**src/hw/rtl/q8_block_weight_dequantizer_unit_assert.svh**
```systemverilog
// Assertion macros for the dequantizer
`ifndef Q8_BLOCK_WEIGHT_DEQUANTIZER_UNIT_ASSERT_SVH
`define Q8_BLOCK_WEIGHT_DEQUANTIZER_UNIT_ASSERT_SVH
`ifndef SYNTHESIS
`define Q8D_ASSERT(label, clk, rstn, prop, msg) \
  label: assert property (@(posedge clk) disable iff (!rstn) prop) else $error(msg);
`define Q8D_ASSERT_RST(label, clk, rstn, prop, msg) \
  label: assert property (@(posedge clk) prop) else $error(msg);
`else
`define Q8D_ASSERT(label, clk, rstn, prop, msg)
`define Q8D_ASSERT_RST(label, clk, rstn, prop, msg)
`endif
`endif

```
**src/hw/rtl/q8d_pkg.sv**
```systemverilog
package q8d_pkg;
  localparam int unsigned BlockValues = 32;
  localparam int unsigned PosW = $clog2(BlockValues + 2);
  localparam int unsigned IdxW = 5;

  typedef enum logic {
    ELEM_F32 = 1'b0,
    ELEM_Q80 = 1'b1
  } elem_type_e;

  typedef enum logic {
    FMT_F32  = 1'b0,
    FMT_BF16 = 1'b1
  } out_fmt_e;

  localparam logic CfgElementType  = 1'b0;
  localparam logic CfgOutputFormat = 1'b1;

  typedef struct packed {
    logic [7:0] data_byte;
    logic       tensor_start;
  } in_item_t;

  typedef struct packed {
    logic [31:0]     value_bits;
    logic [IdxW-1:0] element_index;
    logic            block_last;
  } out_item_t;

  function automatic logic [31:0] half_to_single(input logic [15:0] h);
    logic [31:0] s;
    logic [4:0]  ex;
    logic [9:0]  man;
    logic [9:0]  m;
    logic [7:0]  e;
    logic        found;
    s   = {h[15], 31'd0};
    ex  = h[14:10];
    man = h[9:0];
    m   = '0;
    e   = '0;
    found = 1'b0;
    if (ex == 5'd0) begin
      if (man == 10'd0) begin
        return s;
      end
      for (int i = 9; i >= 0; i--) begin
        if (!found && man[i]) begin
          found = 1'b1;
          e = 8'(103 + i);
          m = 10'(man << (10 - i));
        end
      end
      return s | {1'b0, e, m, 13'd0};
    end
    if (ex == 5'd31) begin
      return s | 32'h7F80_0000 | {9'd0, man, 13'd0};
    end
    return s | {1'b0, 8'({3'd0, ex} + 8'd112), man, 13'd0};
  endfunction

  function automatic logic [31:0] format_value(input logic [31:0] b, input logic bf);
    logic [31:0] r;
    r = b + 32'h7FFF + {31'd0, b[16]};
    if (!bf) begin
      return b;
    end
    if (b[30:23] == 8'hFF && b[22:0] != 23'd0) begin
      return {16'd0, b[31:16] | 16'h0040};
    end
    return {16'd0, r[31:16]};
  endfunction
endpackage

```
**src/hw/rtl/q8d_scale_mul.sv**
```systemverilog
module q8d_scale_mul (
  input  logic [31:0] scale_i,
  input  logic [7:0]  q_i,
  output logic [31:0] prod_o
);
  import q8d_pkg::*;
  logic        sgn;
  logic [7:0]  mag;
  logic [7:0]  ex;
  logic [23:0] sig;
  logic [31:0] p;
  logic [4:0]  lz;
  logic        fnd;
  logic [31:0] pn;
  logic signed [10:0] e_r;
  logic [10:0] shamt;
  logic [31:0] ps;
  always_comb begin
    sgn = scale_i[31] ^ q_i[7];
    mag = q_i[7] ? 8'(-q_i) : q_i;
    ex  = scale_i[30:23];
    sig = (ex == 8'd0) ? {1'b0, scale_i[22:0]} : {1'b1, scale_i[22:0]};
    p   = {24'd0, mag} * {8'd0, sig};
    lz  = '0;
    fnd = 1'b0;
    for (int i = 31; i >= 0; i--) begin
      if (!fnd && p[i]) begin
        fnd = 1'b1;
        lz  = 5'(31 - i);
      end
    end
    pn = p << lz;
    e_r = 11'(signed'({3'd0, ex})) + ((ex == 8'd0) ? 11'sd1 : 11'sd0) + 11'sd8 - 11'(lz);
    shamt = '0;
    ps = pn;
    if (e_r <= 0) begin
      shamt = 11'(11'sd1 - e_r);
      ps = (shamt > 11'd31) ? 32'd0 : pn >> shamt[4:0];
      prod_o = {sgn, 8'd0, ps[31:9]};
    end else begin
      prod_o = {sgn, e_r[7:0], pn[30:8]};
    end
    if (!fnd) begin
      prod_o = {sgn, 31'd0};
    end
    if (ex == 8'hFF) begin
      if (scale_i[22:0] != 23'd0) begin
        prod_o = scale_i | 32'h0040_0000;
      end else if (q_i == 8'd0) begin
        prod_o = 32'h7FC0_0000;
      end else begin
        prod_o = {sgn, 31'h7F80_0000};
      end
    end
  end
endmodule

```
**config.mk**
```make
export PLATFORM = sky130hd
export DESIGN_NAME = q8d_scale_mul
export DESIGN_NICKNAME = d
export VERILOG_FILES = /design/src/hw/rtl/q8_block_weight_dequantizer_unit_assert.svh /design/src/hw/rtl/q8d_pkg.sv /design/src/hw/rtl/q8d_scale_mul.sv
export SDC_FILE = /design/constraint.sdc
export NUM_CORES = 1
export LEC_CHECK = 0
export BUFFER_PORTS_ARGS = -buffer_cell sky130_fd_sc_hd__buf_2
export CAP_MARGIN = 20
export CORE_ASPECT_RATIO = 0.7
export CORE_MARGIN = 2
export CORE_UTILIZATION = 66
export DETAILED_ROUTE_END_ITERATION = 16
export PLACE_DENSITY = 0.92
export SETUP_SLACK_MARGIN = 0.02
export SYNTH_ARGS = -nofsm -noshare
export SYNTH_HDL_FRONTEND = slang
export SYNTH_SLANG_ARGS = --single-unit
export TNS_END_PERCENT = 1
```
**constraint.sdc**
```tcl
create_clock -name vclk -period 18.59
set_clock_uncertainty 0.05 [all_clocks]
set_input_delay 3.718 -clock vclk [all_inputs]
set_output_delay 3.718 -clock vclk [all_outputs]
set_load 0.01 [all_outputs]
```
==> qor_table.md <==
| Result | Value |
|---|---|
| Area inside the core boundary | 18800 um^2 |
| Worst Hold Depth | 3 |
| Global router's overall resource usage | 0.488 |
| Total number of placement rows | 42 |
| Routed via count | 14486 |
| Netlist area before placement | 12500 um^2 |
| Cell seen most often among critical-path stages | fa_1 |
| Library cell with the largest summed area after synthesis | fa_1 |
| RSZ-0062 raised after global routing | yes |
| Slowest library cell on the worst path | or4_4 |
| Dpl cell area | 13200 um^2 |
| Number of diodes | 0 |
| Relative slew slack | 0.285 |
| Placed instance count | 1940 |
| HPWL after detailed placement | 39.9 mm |
| Area of all placed cells without fillers | 13300 um^2 |
| Chip width | 169 um |
| Area occupied by registers | 0 um^2 |
| Timing-limited maximum frequency | 55.0 MHz |
| Sequential cell count | 0 |
| Data arrival, critical path | 14.41 ns |
| Via-per-instance ratio | 7.47 |
| Worst Hold Endpoint | prod_o[31] |
| Instance count of the mapped netlist | 1676 |
| I/O pin total | 72 |
| Slowest cell delay on critical path | 0.60 ns |
| Worst Tran Pin Value | 1.07 ns |
| Worst setup path category | input port to output pin |
| Worst setup margin | 0.408 ns |
| Worst slack at placement | 0.524 ns |
| Startpoint of the tightest hold check path | scale_i[31] |
| Max-cap violations | 0 |
| Portion of the post-synthesis area used by sequential elements | 0 |
| Port Buffer Count | 72 |
| Final Setup Violations | 0 |
| NumNets Final | 1944 |
| Clock Buffer Count | 0 |
| Share of final-layout standard cells stronger than drive strength 1 | 0.150 |
| Starting density of the core | 0.667 |
| Area enclosed by the die boundary | 20100 um^2 |
| Wire per inst | 25.7 um |
| Area share of the largest cell type after synthesis | 0.213 |
| Post-cts hold buffer count | 0 |
| Number of inserted filler cells in the final layout | 1515 |
| Initial detailed-routing violation count | 2889 |
| Final RePlAce weighted congestion | 1.16 |
| Antenna-violating nets left | 0 |
| Vias in the first global route | 13653 |
| Hold Fails Final Rpt | 0 |
| First-pass GRT wire length | 77.0 mm |
| Data required time at the worst endpoint | 14.82 ns |
| Final count of pins violating max slew | 0 |
| Antenna violations before repair | 1 |
| Mean post-synth cell area | 7.47 um^2 |
| Area delta synth->final | 5.87% |
| Startpoint types | input port |
| Drt pass-1 iters | 7 |
| Overall routed net length | 49.8 mm |
| Net count of the mapped netlist | 1920 |
| Top post-synthesis cells by count | 175 x nand2_1, 142 x inv_1, 133 x fa_1 |
| Kind of path behind the tightest hold check | input port to output pin |
| YS warnings | 0 |
| GR Overflow Total | 0 |
| Top post-synthesis cells by area | fa_1 21%, ha_1 7.1%, nand2_1 5.2%, inv_1 4.3%, and2_1 4.1% |
| Final total negative setup slack | 0 ns |
| DRC violations left | 0 |
| Number of cells in the finished layout apart from fillers | 1940 |
| Outcome | finished clean |
| Largest net degree at the start of global routing | 40 |
| Startpoint of the most critical setup path | q_i[0] |
| Number of different library cells in the post-synthesis netlist | 114 |
| Share of the clock period used by the worst path after layout | 0.978 |
| Min Clock Period, post-route | 18.18 ns |
| Vertical extent of the die | 119 um |
| Kind of end point of the critical path | output pin |
| Most numerous cell in the Yosys netlist | nand2_1 |
| Maximum fanout along the worst path | 26 |
critical path: cells and delay by family:
kind | cells | cell delay, ns
xor+xnor | 3 | 0.52
compound gates | 12 | 3.27
fa+ha+maj | 8 | 3.17
simple gates | 10 | 2.62
buf+inv | 8 | 1.11
how the worst max path moves through the flow:
stage,endpoint,slack (ns),cells after the start
after CTS,prod_o[9],0.49,46
final,prod_o[13],0.41,41
after floorplan,prod_o[13],1.12,45
after detailed placement,prod_o[9],0.52,46
after global routing,prod_o[13],0.005,46
after global placement,prod_o[9],0.50,43
timing repair:
item | CTS | global route
buffers inserted | 0 | 0
gates resized for setup | 0 | 10
endpoints found under the setup margin | 0 | 18
routing by layer:
layer	up-vias	wire length [um]	global-route usage	part of all wire
met4	0	2310	0.156	0.046
met2	1482	19000	0.662	0.38
met3	243	9340	0.211	0.19
met5	-	0	0	0
met1	6674	19200	0.691	0.39
li1	6087	-	-	-
cells in the final DEF, fill, tap and decap left out, types with 12 or more instances in the layout:
cell and instances:
buf_2 72, nand4_1 22, o31ai_1 28, nor2b_1 76
a211oi_1 21, o211ai_1 21, nor4_1 13, mux2_2 17
nor3_1 36, mux2i_1 16, nor2_1 88, a31oi_1 24
xnor2_1 17, and2_1 83, a32oi_1 12, ha_1 68
a22oi_1 19, nand3_1 80, o21ai_1 13, and3_1 15
xor2_1 12, inv_1 142, fa_1 133, o21ai_0 71
a21o_1 20, buf_4 66, a21oi_1 75, nand2_1 175
cells by family (layout without fill, tap and decap cells):
kind of cell    Yosys count  after routing  share of synthesized area
xor+xnor                 35             35                     0.0257
fa+ha+maj               204            204                      0.284
simple gates            658            658                      0.278
compound gates          473            473                      0.281
buf+inv                 264            286                     0.0878
mux                      42             42                     0.0443
per-stage QoR:
stage	utilization	hold slack, ns
6_report	0.706	7.69
5_1_grt	0.706	7.71
4_1_cts	0.703	7.70
3_5_place_dp	0.703	7.70
3_3_place_gp	0.703	7.72
2_1_floorplan	-	7.52
final cells by class:
type                       instances  area, um^2  share of cell area
inverter                         146         551              0.0415
multi-input combinational       1412       11500               0.868
tap                              242         303              0.0228
timing repair buffer             140         891              0.0672
Power is left out: the tool's default activity adds up to more than one toggle a clock period on the data nets, which glitch-free logic cannot reach.
